## config.mk

```make
export PLATFORM = sky130hd
export DESIGN_NAME = div_tima_timer_peripheral
export DESIGN_NICKNAME = d
export VERILOG_FILES = /design/src/hw/rtl/tima_pkg.sv /design/src/hw/rtl/div_tima_timer_peripheral.sv /design/src/hw/rtl/tima_step.sv /design/src/hw/rtl/tima_seq.sv
export SDC_FILE = /design/constraint.sdc
export NUM_CORES = 1
export LEC_CHECK = 0
export BUFFER_PORTS_ARGS = -buffer_cell sky130_fd_sc_hd__clkbuf_2
export CORE_MARGIN = 10
export CORE_UTILIZATION = 50
export CTS_BUF_LIST = sky130_fd_sc_hd__clkbuf_4 sky130_fd_sc_hd__clkbuf_8 sky130_fd_sc_hd__clkbuf_16
export CTS_CLUSTER_SIZE = 14
export DETAILED_ROUTE_END_ITERATION = 8
export HOLD_SLACK_MARGIN = 0.08
export MAX_ROUTING_LAYER = met4
export PLACE_DENSITY = 0.68
export REMOVE_ABC_BUFFERS = 1
export SYNTH_ARGS = -nofsm -noshare
export SYNTH_HDL_FRONTEND = slang
export SYNTH_SLANG_ARGS = --single-unit
```

## constraint.sdc

```tcl
create_clock -name clk -period 7.5 [get_ports clk]
set_input_delay 1.5 -clock clk [delete_from_list [all_inputs] [get_ports clk]]
set_output_delay 1.5 -clock clk [all_outputs]
set_load 0.02 [all_outputs]
```

## src/hw/rtl/tima_pkg.sv

```systemverilog
// ----------------------------------------------------------------------------
// tima_pkg
// Shared types and constants of the divider/counter timer peripheral:
// item and result words, sequencer state and control groups, rate table.
// ----------------------------------------------------------------------------
package tima_pkg;

	// item kinds
	localparam logic [1:0] MODE_TICK  = 2'd0;
	localparam logic [1:0] MODE_READ  = 2'd1;
	localparam logic [1:0] MODE_WRITE = 2'd2;

	// register map
	localparam logic [1:0] REG_DIV = 2'd0;
	localparam logic [1:0] REG_CNT = 2'd1;
	localparam logic [1:0] REG_MOD = 2'd2;
	localparam logic [1:0] REG_CTL = 2'd3;

	// counter rate select codes
	localparam logic [1:0] RATE_1024 = 2'd0;
	localparam logic [1:0] RATE_16   = 2'd1;
	localparam logic [1:0] RATE_64   = 2'd2;
	localparam logic [1:0] RATE_256  = 2'd3;

	localparam int unsigned PRE_W       = 11;
	localparam logic [2:0]  RELOAD_WAIT = 3'd4;
	localparam logic [4:0]  CTL_PAD     = 5'b11111;

	typedef struct packed {
		logic [1:0] mode;
		logic [1:0] reg_select;
		logic [7:0] write_data;
		logic [7:0] tick_cycles;
	} item_t;

	typedef struct packed {
		logic [7:0] read_data;
		logic       timer_interrupt;
	} result_t;

	typedef enum logic [1:0] {
		SEQ_IDLE,
		SEQ_DIV,
		SEQ_CNT,
		SEQ_FIN
	} seq_state_t;

	// status into the sequencer
	typedef struct packed {
		logic accept;
		logic is_tick;
		logic enabled;
		logic unit_ge;
		logic out_free;
	} seq_stat_t;

	// controls out of the sequencer
	typedef struct packed {
		logic item_ready;
		logic sel_cnt;
		logic div_step;
		logic cnt_step;
		logic load_out;
	} seq_ctl_t;

	// counter prescale period for a rate code
	function automatic logic [PRE_W-1:0] rate_period(input logic [1:0] rate);
		logic [PRE_W-1:0] p;
		unique case (rate)
			RATE_16:  p = 11'd16;
			RATE_64:  p = 11'd64;
			RATE_256: p = 11'd256;
			default:  p = 11'd1024;
		endcase
		return p;
	endfunction

endpackage

```

## src/hw/rtl/div_tima_timer_peripheral.sv

```systemverilog
// ----------------------------------------------------------------------------
// div_tima_timer_peripheral
// Timer peripheral with a free-running divider and a programmable counter
// with delayed modulo reload and interrupt.
//
//   channel   signals                             word
//   item      item_valid / item_ready / item      mode, reg_select, data, cycles
//   result    result_valid / result_ready / result read_data, timer_interrupt
//
// Read, write and unused words go from idle to the last state, where output stall holds them.
// A tick runs the divider state and, with the counter on, the counter state:
// D divider steps (sum / DIVIDER_PERIOD, at most 1 at the default period)
// and C counter steps (up to 16 at the fastest rate), one per cycle through
// the shared compare-subtract unit.
// item_ready is high only while the sequencer is idle.
// The result register holds its word until result_ready; the word after it
// finishes its work and waits in the last state while the register is full.
// All timer state clears on arst_n.
// ----------------------------------------------------------------------------
module div_tima_timer_peripheral #(
	parameter int MAX_TICK_CYCLES = 255,
	parameter int DIVIDER_PERIOD  = 256
) (
	input  logic              clk,
	input  logic              arst_n,
	input  logic              item_valid,
	output logic              item_ready,
	input  tima_pkg::item_t   item,
	output logic              result_valid,
	input  logic              result_ready,
	output tima_pkg::result_t result
);

	localparam logic [7:0] MaxTick   = 8'(MAX_TICK_CYCLES);
	localparam logic [8:0] DivPeriod = 9'(DIVIDER_PERIOD);

	tima_pkg::seq_stat_t stat;
	tima_pkg::seq_ctl_t  ctl;

	logic [8:0]                 div_pre_q;
	logic [7:0]                 div_q;
	logic [7:0]                 cnt_q;
	logic [7:0]                 mod_q;
	logic [2:0]                 ctl_q;
	logic [tima_pkg::PRE_W-1:0] cnt_pre_q;
	logic                       pend_q;
	logic [2:0]                 delay_q;
	logic [7:0]                 rd_q;
	logic                       irq_q;
	logic                       out_valid_q;
	tima_pkg::result_t          out_q;

	logic [7:0]                 cycles;
	logic                       accept;
	logic                       fire;
	logic [7:0]                 rd_nx;
	logic [2:0]                 ctl_nx;
	logic                       pre_clr;
	logic [tima_pkg::PRE_W-1:0] unit_acc;
	logic [tima_pkg::PRE_W-1:0] unit_period;
	logic                       unit_ge;
	logic [tima_pkg::PRE_W-1:0] unit_rest;

	// saturate tick length
	assign cycles = (item.tick_cycles > MaxTick) ? MaxTick : item.tick_cycles;
	assign accept = item_valid && ctl.item_ready;

	// delayed reload fires when the tick covers the remaining wait
	assign fire = pend_q && (delay_q != 3'd0) && ({5'd0, delay_q} <= cycles);

	// register read mux
	always_comb begin
		unique case (item.reg_select)
			tima_pkg::REG_DIV: rd_nx = div_q;
			tima_pkg::REG_CNT: rd_nx = cnt_q;
			tima_pkg::REG_MOD: rd_nx = mod_q;
			default:           rd_nx = {tima_pkg::CTL_PAD, ctl_q};
		endcase
	end

	// control write: prescale clears on enable or on rate change while enabled
	assign ctl_nx  = item.write_data[2:0];
	assign pre_clr = ctl_nx[2] && (!ctl_q[2] || (ctl_q[1:0] != ctl_nx[1:0]));

	// shared unit operand select
	assign unit_acc    = ctl.sel_cnt ? cnt_pre_q : {2'b00, div_pre_q};
	assign unit_period = ctl.sel_cnt ? tima_pkg::rate_period(ctl_q[1:0])
	                                 : {2'b00, DivPeriod};

	tima_step u_step (
		.acc    (unit_acc),
		.period (unit_period),
		.ge     (unit_ge),
		.rest   (unit_rest)
	);

	// sequencer status
	always_comb begin
		stat.accept   = accept;
		stat.is_tick  = (item.mode == tima_pkg::MODE_TICK);
		stat.enabled  = ctl_q[2];
		stat.unit_ge  = unit_ge;
		stat.out_free = !out_valid_q || result_ready;
	end

	tima_seq u_seq (
		.clk    (clk),
		.arst_n (arst_n),
		.stat   (stat),
		.ctl    (ctl)
	);

	// timer state
	always_ff @(posedge clk or negedge arst_n) begin
		if (!arst_n) begin
			div_pre_q <= '0;
			div_q     <= '0;
			cnt_q     <= '0;
			mod_q     <= '0;
			ctl_q     <= '0;
			cnt_pre_q <= '0;
			pend_q    <= 1'b0;
			delay_q   <= '0;
		end else if (accept) begin
			case (item.mode)
				tima_pkg::MODE_TICK: begin
					div_pre_q <= div_pre_q + {1'b0, cycles};
					if (pend_q && (delay_q != 3'd0)) begin
						if (fire) begin
							delay_q <= '0;
							cnt_q   <= mod_q;
							pend_q  <= 1'b0;
						end else begin
							delay_q <= delay_q - cycles[2:0];
						end
					end
					if (ctl_q[2]) begin
						cnt_pre_q <= cnt_pre_q + {3'b000, cycles};
					end
				end
				tima_pkg::MODE_WRITE: begin
					case (item.reg_select)
						tima_pkg::REG_DIV: begin
							div_q     <= '0;
							div_pre_q <= '0;
						end
						tima_pkg::REG_CNT: begin
							if (pend_q && (delay_q != 3'd0)) begin
								pend_q  <= 1'b0;
								delay_q <= '0;
							end
							cnt_q <= item.write_data;
						end
						tima_pkg::REG_MOD: mod_q <= item.write_data;
						default: begin
							ctl_q <= ctl_nx;
							if (pre_clr) begin
								cnt_pre_q <= '0;
							end
						end
					endcase
				end
				default: begin
				end
			endcase
		end else if (ctl.div_step) begin
			div_pre_q <= unit_rest[8:0];
			div_q     <= div_q + 8'd1;
		end else if (ctl.cnt_step) begin
			cnt_pre_q <= unit_rest;
			if (cnt_q == 8'hFF) begin
				cnt_q   <= '0;
				pend_q  <= 1'b1;
				delay_q <= tima_pkg::RELOAD_WAIT;
			end else begin
				cnt_q <= cnt_q + 8'd1;
			end
		end
	end

	// result of the word in work
	always_ff @(posedge clk) begin
		if (accept) begin
			rd_q  <= (item.mode == tima_pkg::MODE_READ) ? rd_nx : 8'd0;
			irq_q <= (item.mode == tima_pkg::MODE_TICK) && fire;
		end
	end

	// output register
	always_ff @(posedge clk or negedge arst_n) begin
		if (!arst_n) begin
			out_valid_q <= 1'b0;
		end else if (ctl.load_out) begin
			out_valid_q <= 1'b1;
		end else if (result_ready) begin
			out_valid_q <= 1'b0;
		end
	end

	always_ff @(posedge clk) begin
		if (ctl.load_out) begin
			out_q.read_data       <= rd_q;
			out_q.timer_interrupt <= irq_q;
		end
	end

	assign item_ready   = ctl.item_ready;
	assign result_valid = out_valid_q;
	assign result       = out_q;

endmodule

```

## src/hw/rtl/tima_step.sv

```systemverilog
// ----------------------------------------------------------------------------
// tima_step
// Shared compare-subtract unit: checks a prescale accumulator against a
// period and gives the remainder after one period is taken off.
// ----------------------------------------------------------------------------
module tima_step (
	input  logic [tima_pkg::PRE_W-1:0] acc,
	input  logic [tima_pkg::PRE_W-1:0] period,
	output logic                       ge,
	output logic [tima_pkg::PRE_W-1:0] rest
);

	// one compare and one subtract per cycle
	assign ge   = (acc >= period);
	assign rest = acc - period;

endmodule

```

## src/hw/rtl/tima_seq.sv

```systemverilog
// ----------------------------------------------------------------------------
// tima_seq
// Sequencer: takes a word; for a tick it runs divider and, with the counter on, counter prescale
// steps through the shared unit one per cycle, then hands the result to the output stage.
// ----------------------------------------------------------------------------
module tima_seq (
	input  logic                clk,
	input  logic                arst_n,
	input  tima_pkg::seq_stat_t stat,
	output tima_pkg::seq_ctl_t  ctl
);

	tima_pkg::seq_state_t state_q;
	tima_pkg::seq_state_t state_nx;

	// state register
	always_ff @(posedge clk or negedge arst_n) begin
		if (!arst_n) begin
			state_q <= tima_pkg::SEQ_IDLE;
		end else begin
			state_q <= state_nx;
		end
	end

	// next state
	always_comb begin
		state_nx = state_q;
		unique case (state_q)
			tima_pkg::SEQ_IDLE: begin
				if (stat.accept) begin
					state_nx = stat.is_tick ? tima_pkg::SEQ_DIV : tima_pkg::SEQ_FIN;
				end
			end
			tima_pkg::SEQ_DIV: begin
				if (!stat.unit_ge) begin
					state_nx = stat.enabled ? tima_pkg::SEQ_CNT : tima_pkg::SEQ_FIN;
				end
			end
			tima_pkg::SEQ_CNT: begin
				if (!stat.unit_ge) begin
					state_nx = tima_pkg::SEQ_FIN;
				end
			end
			tima_pkg::SEQ_FIN: begin
				if (stat.out_free) begin
					state_nx = tima_pkg::SEQ_IDLE;
				end
			end
			default: state_nx = tima_pkg::SEQ_IDLE;
		endcase
	end

	// outputs
	always_comb begin
		ctl = '0;
		unique case (state_q)
			tima_pkg::SEQ_IDLE: ctl.item_ready = 1'b1;
			tima_pkg::SEQ_DIV:  ctl.div_step   = stat.unit_ge;
			tima_pkg::SEQ_CNT: begin
				ctl.sel_cnt  = 1'b1;
				ctl.cnt_step = stat.unit_ge;
			end
			tima_pkg::SEQ_FIN:  ctl.load_out   = stat.out_free;
			default:            ctl            = '0;
		endcase
	end

endmodule
```

==> impl_metrics.env, run 1 <==
export IMPL_status="complete, no violations"
export IMPL_drive_gt1_frac=0.178
export IMPL_synth_common_cells="dfrtp_1 (54), nor2_1 (42), nand2_1 (41)"
export IMPL_wirelength_um=12000
export IMPL_ff2ff_path_depth=10
export IMPL_cts_max_level=3
export IMPL_grt_remaining_overflow=0
export IMPL_synth_top_cells_by_area="dfrtp_1 (27%), edfxtp_1 (11%), ha_1 (7.8%)"
export IMPL_setup_violations=0
export IMPL_yosysMostFrequentCell="dfrtp_1"
export IMPL_placed_cells=663
export IMPL_grt_use_met2=0.265
export IMPL_cts_sinks=72
export IMPL_via_per_inst=5.97
export IMPL_cp_max_fo=30
export IMPL_dr_pass1_iters=5
export IMPL_num_vias=4051
export IMPL_r2r_start="u_seq.state_q[0]"
export IMPL_r2r_end="div_q[7]"
export IMPL_max_slew_margin=0.342
export IMPL_instances_no_fill=679
export IMPL_multi_input_area_um2=2870
export IMPL_reg2reg_slack_ns=3.77
export IMPL_hold_viol=0
export IMPL_place_area_um2=5200
export IMPL_ant_nets=0
export IMPL_gp_congestion=0.923
export IMPL_use_met3=0.0305
export IMPL_async_flop_share=0.750
export IMPL_start_util=0.509
export IMPL_grt_max_degree=55
export IMPL_area_growth_syn_to_layout_pct=8.62
export IMPL_drc=0
export IMPL_final_core_util=0.553
export IMPL_clock_root_buffer="clkbuf_8"
export IMPL_crit_start="item_valid"
export IMPL_grt_first_pass_wirelength_um=20000
export IMPL_die_width_um=120
export IMPL_min_period_ns=3.80
export IMPL_p_per_area_nw_per_um2=391
export IMPL_leakagePower_nw=2.35
export IMPL_dp_hpwl_um=8980
export IMPL_ys_flop_type="dfrtp_1"
export IMPL_critPathCaptureType="register"
export IMPL_synth_top_cell_area_share=0.273
export IMPL_routedWlPerCell_um=17.6
export IMPL_slew_violations=0
export IMPL_tns_ns=0
export IMPL_clock_path_buffers=2
export IMPL_critPathLaunchType="primary input"
export IMPL_final_cell_area_um2=5380
export IMPL_hold_class="reg2reg"
export IMPL_antenna_cells=0
export IMPL_power_mw=2.10
export IMPL_syn_inst=513
export IMPL_tritoncts="yes"
export IMPL_arrival_ns=4.07
export IMPL_grt_use_total=0.174
export IMPL_insertion_delay_ns=0.35
export IMPL_worstHoldStart="rd_q[1]"
export IMPL_ios=35
export IMPL_finalCritPeriodShare=0.507
export IMPL_cts_resized_gates=0
export IMPL_grt_setup_unrepaired="false"
export IMPL_ys_ff_latch=72
export IMPL_grtUsageMet1=0.228
export IMPL_yosysSeqAreaShare=0.382
export IMPL_critPathRequiredTime_ns=7.77
export IMPL_ys_warn_count=0
export IMPL_first_iter_violations=283
export IMPL_crit_type="in2reg"
export IMPL_io_buffers=34
export IMPL_synth_top_area_cell="dfrtp_1"
export IMPL_ir_drop_mv=0.210
export IMPL_grt_busiest_layer="met2"
export IMPL_syn_area_um2=4950
export IMPL_clock_skew_ns=0.0128
export IMPL_cts_setup_buffers=0
export IMPL_synth_edff_count=18
export IMPL_min_path_cells=0
export IMPL_rows=36
export IMPL_final_nets=599
export IMPL_maxCapViolations=0
export IMPL_seqCellArea_um2=1890
export IMPL_synth_distinct_cells=66
export IMPL_whs_endpoint="result[2]"
export IMPL_design_die_area_um2=14300
export IMPL_antenna_found_initial=0
export IMPL_fill_cells=908
export IMPL_path_clk_slew_ns=0.08
export IMPL_worstMarginPinSlew_ns=0.986
export IMPL_timing_fmax_mhz=263
export IMPL_grt_pass1_vias=3973
export IMPL_die_h_um=120
export IMPL_hold_buffers=0
export IMPL_cts_inserted_buffers=9
export IMPL_core_um2=9730
export IMPL_syn_avg_cell_area_um2=9.65
[state kept, by name (all words and copies together) (netlist names)]
| name | flops |
|---|---|
| pend_q | 1 |
| cnt_pre_q | 11 |
| result_valid | 1 |
| result | 9 |
| irq_q | 1 |
| div_q | 8 |
| div_pre_q | 9 |
| delay_q | 3 |
| rd_q | 8 |
| ctl_q | 3 |
| mod_q | 8 |
| cnt_q | 8 |
| u_seq.state_q | 2 |
[area by class of cell]
cell class / instances / area share
clock buffers: 10 / 0.0244
clock inverters: 6 / 0.00791
inverters: 25 / 0.0174
multi-input cells: 397 / 0.533
flip-flops and latches: 72 / 0.352
well taps: 133 / 0.0309
repair buffers: 36 / 0.0344
[worst max-delay path by stage]
stage / endpoint / slack (ns) / cells after the start
after floorplan: mod_q[0] / 4.12 / 5
after global routing: cnt_pre_q[8] / 3.44 / 6
after global placement: cnt_pre_q[9] / 3.43 / 6
after CTS: cnt_pre_q[9] / 3.70 / 6
final: cnt_pre_q[9] / 3.70 / 6
after detailed placement: cnt_pre_q[9] / 3.33 / 6
[per-stage QoR]
stage | worst slack [ns] | hold WS, ns
after floorplan | 4.12 | 0.400
after global placement | 3.43 | 0.404
after detailed placement | 3.33 | 0.405
after CTS | 3.70 | 0.423
after global routing | 3.44 | 0.444
final | 3.70 | 0.422
[kinds of logic (layout without fill, tap and decap cells)]
group           Yosys count  in the layout  synth area share
buf+inv                  44             77            0.0389
xor+xnor                 15             15            0.0265
simple gates            163            163             0.161
mux                      44             44             0.109
fa+ha+maj                34             34            0.0905
compound gates          141            141             0.192
flops                    72             72             0.382
[worst max-delay path, cell delays in order]
cell and delay (ns):
clkbuf_2 0.12, nand2_2 0.32, inv_1 0.86, nand2_1 0.66
o32ai_1 0.45, o2bb2ai_1 0.15
[cell usage in the layout (no fill, tap or decap), types with 6 or more instances in the layout]
master	synthesis	layout
a211oi_1	6	6
a21oi_1	20	20
a31oi_1	7	7
and3_1	9	9
clkbuf_2	0	34
clkbuf_8	0	9
dfrtp_1	54	54
edfxtp_1	18	18
ha_1	31	31
inv_1	25	25
mux2_2	24	24
mux2_4	6	6
mux2i_1	11	11
nand2_1	41	41
nand3_1	12	12
nor2_1	42	42
nor2b_1	7	7
nor3_1	22	22
o21a_1	7	7
o21ai_0	36	36
o22ai_1	10	10
o31ai_1	8	8
xnor2_1	6	6
xor2_1	9	9
[routing by layer]
metal,wire (um),part of all wire
met1,5630,0.47
met2,5510,0.46
met3,603,0.050
met4,204,0.017
met5,0,0
[power breakdown]
part	switching (mW)	internal, mW	leakage, nW	total, mW
Sequential	0.141	0.546	0.858	0.687
Combinational	0.637	0.498	1.40	1.13
Clock	0.155	0.125	0.0865	0.280
Note: power is estimated with default switching activity, not from simulation.
==> run 2: changes to the inputs <==
PLACE_DENSITY = 0.71   (was 0.68)
clock period = 3.36 ns   (was 7.5 ns; I/O delays follow)
==> run 2 against run 1 <==
Compared with the run above: combinational power grew 130%; critical path depth grew 4; register-to-register slack lost 3.5 ns; utilization grew 1.4 points; setup slack lost 3.4 ns; clock power grew to 2.5 times the previous value; sequential power grew 120%; sequential cell count is the same; power grew 130%; design area grew 2.5%; critical endpoint is now cnt_pre_q[1]; largest cell class unchanged.
==> impl_metrics.env, run 2 (synthesis results as in run 1) <==
export IMPL_clock_path_buffers=2
export IMPL_drive_gt1_frac=0.199
export IMPL_grt_remaining_overflow=0
export IMPL_core_um2=9730
export IMPL_arrival_ns=3.36
export IMPL_cts_sinks=72
export IMPL_ant_nets=0
export IMPL_grt_use_total=0.175
export IMPL_antenna_cells=0
export IMPL_dp_hpwl_um=8990
export IMPL_power_frac_comb=0.537
export IMPL_largest_register_ffs=11
export IMPL_ir_drop_mv=0.351
export IMPL_first_iter_violations=300
export IMPL_leakagePower_nw=2.42
export IMPL_switching_power_mw=2.12
export IMPL_top_register="cnt_pre_q"
export IMPL_grt_first_pass_wirelength_um=20300
export IMPL_wirelength_um=12100
export IMPL_ios=35
export IMPL_grt_setup_unrepaired="false"
export IMPL_drc=0
export IMPL_routedWlPerCell_um=17.5
export IMPL_gp_congestion=0.891
export IMPL_maxCapViolations=0
export IMPL_critPathRequiredTime_ns=3.60
export IMPL_start_util=0.509
export IMPL_clock_root_buffer="clkbuf_8"
export IMPL_reg2reg_slack_ns=0.25
export IMPL_use_met3=0.0305
export IMPL_critPathLaunchType="register"
export IMPL_grt_pass1_vias=3952
export IMPL_dr_pass1_iters=5
export IMPL_slew_violations=0
export IMPL_tritoncts="yes"
export IMPL_critPathCaptureType="register"
export IMPL_seqCellArea_um2=1890
export IMPL_min_path_cells=0
export IMPL_cts_inserted_buffers=9
export IMPL_p_sw_frac=0.437
export IMPL_p_per_area_nw_per_um2=881
export IMPL_area_growth_syn_to_layout_pct=11.4
export IMPL_timing_fmax_mhz=321
export IMPL_design_die_area_um2=14300
export IMPL_ff2ff_path_depth=10
export IMPL_dp_slack_ns=0.0293
export IMPL_clock_skew_ns=0.0117
export IMPL_status="complete, no violations"
export IMPL_die_h_um=120
export IMPL_layout_common_cells="dfrtp_1 (54), nor2_1 (42), nand2_1 (41)"
export IMPL_grtUsageMet1=0.240
export IMPL_rows=36
export IMPL_setup_violations=0
export IMPL_grt_max_degree=37
export IMPL_insertion_delay_ns=0.35
export IMPL_finalCritPeriodShare=0.927
export IMPL_whs_ns=0.424
export IMPL_worstMarginPinSlew_ns=1.02
export IMPL_hold_viol=0
export IMPL_final_nets=612
export IMPL_path_clk_slew_ns=0.09
export IMPL_hold_buffers=0
export IMPL_antenna_found_initial=0
export IMPL_hold_class="reg2reg"
export IMPL_die_width_um=120
export IMPL_min_period_ns=3.11
export IMPL_fin_ws_ns=0.246
export IMPL_crit_type="reg2reg"
export IMPL_p_clk_frac=0.147
export IMPL_power_share_sequential=0.316
export IMPL_cp_max_fo=8
export IMPL_cts_max_level=3
export IMPL_io_buffers=34
export IMPL_final_common_cell="dfrtp_1"
export IMPL_num_vias=4157
export IMPL_max_slew_margin=0.320
export IMPL_via_per_inst=6.01
export IMPL_tns_ns=0
export IMPL_fill_cells=888
export IMPL_p_int_mw=2.74
export IMPL_grt_use_met2=0.263
export IMPL_multi_input_area_um2=2890
export IMPL_grt_busiest_layer="met2"
## run 2: routing by layer
metal | part of all wire | up-vias | routed length, um
li1 | - | 1993 | -
met2 | 0.46 | 143 | 5520
met3 | 0.057 | 16 | 685
met4 | 0.010 | 0 | 125
met5 | 0 | - | 0
met1 | 0.48 | 2005 | 5780
## run 2: per-stage QoR
stage               cells   util  cell area, um2  power, mW
floorplan             494      -            4850       3.40
global placement      671  0.541            5260       3.99
detailed placement    671  0.541            5260       4.07
CTS                   687  0.562            5470       4.79
global route          692  0.567            5510       5.25
finish                692  0.567            5510       4.86
## run 2: worst paths after layout
path,from,endpoint
min,rd_q[0],result[1]
min reg2reg,rd_q[0],result[1]
max reg2reg,u_seq.state_q[0],cnt_pre_q[1]
max in group asynchronous,arst_n,div_q[4]
max,u_seq.state_q[0],cnt_pre_q[1]
min in group asynchronous,arst_n,cnt_pre_q[1]
## run 2: what timing repair did
| action | in CTS | in global routing |
|---|---|---|
| setup buffers | 0 | 3 |
| setup endpoints to repair | 0 | 17 |
| resized for setup | 0 | 3 |
## run 2: worst max-delay path: stages, from the launching register on
cell and delay, ns:
dfrtp_1 0.43, inv_1 0.14, ha_2 0.26, or3b_2 0.46
ha_1 0.35, nand4_1 0.15, nor4b_4 0.29, a21o_2 0.24
o211ai_4 0.15, nand2_4 0.18, mux2_2 0.36
## run 2: final cells by class
cell class | instances | area share
inverters | 25 | 0.0170
multi-input cells | 399 | 0.525
repair buffers | 47 | 0.0486
clock buffers | 9 | 0.0225
well taps | 133 | 0.0302
clock inverters | 7 | 0.0141
flip-flops and latches | 72 | 0.343
## run 2: power by group through the flow
| stage | logic [mW] | clock network, mW | registers, mW |
|---|---|---|---|
| 2_1_floorplan | 1.92 | 0 | 1.48 |
| 3_3_place_gp | 2.46 | 0 | 1.53 |
| 3_5_place_dp | 2.52 | 0 | 1.54 |
| 4_1_cts | 2.54 | 0.725 | 1.53 |
| 5_1_grt | 2.91 | 0.765 | 1.58 |
| 6_report | 2.61 | 0.713 | 1.53 |
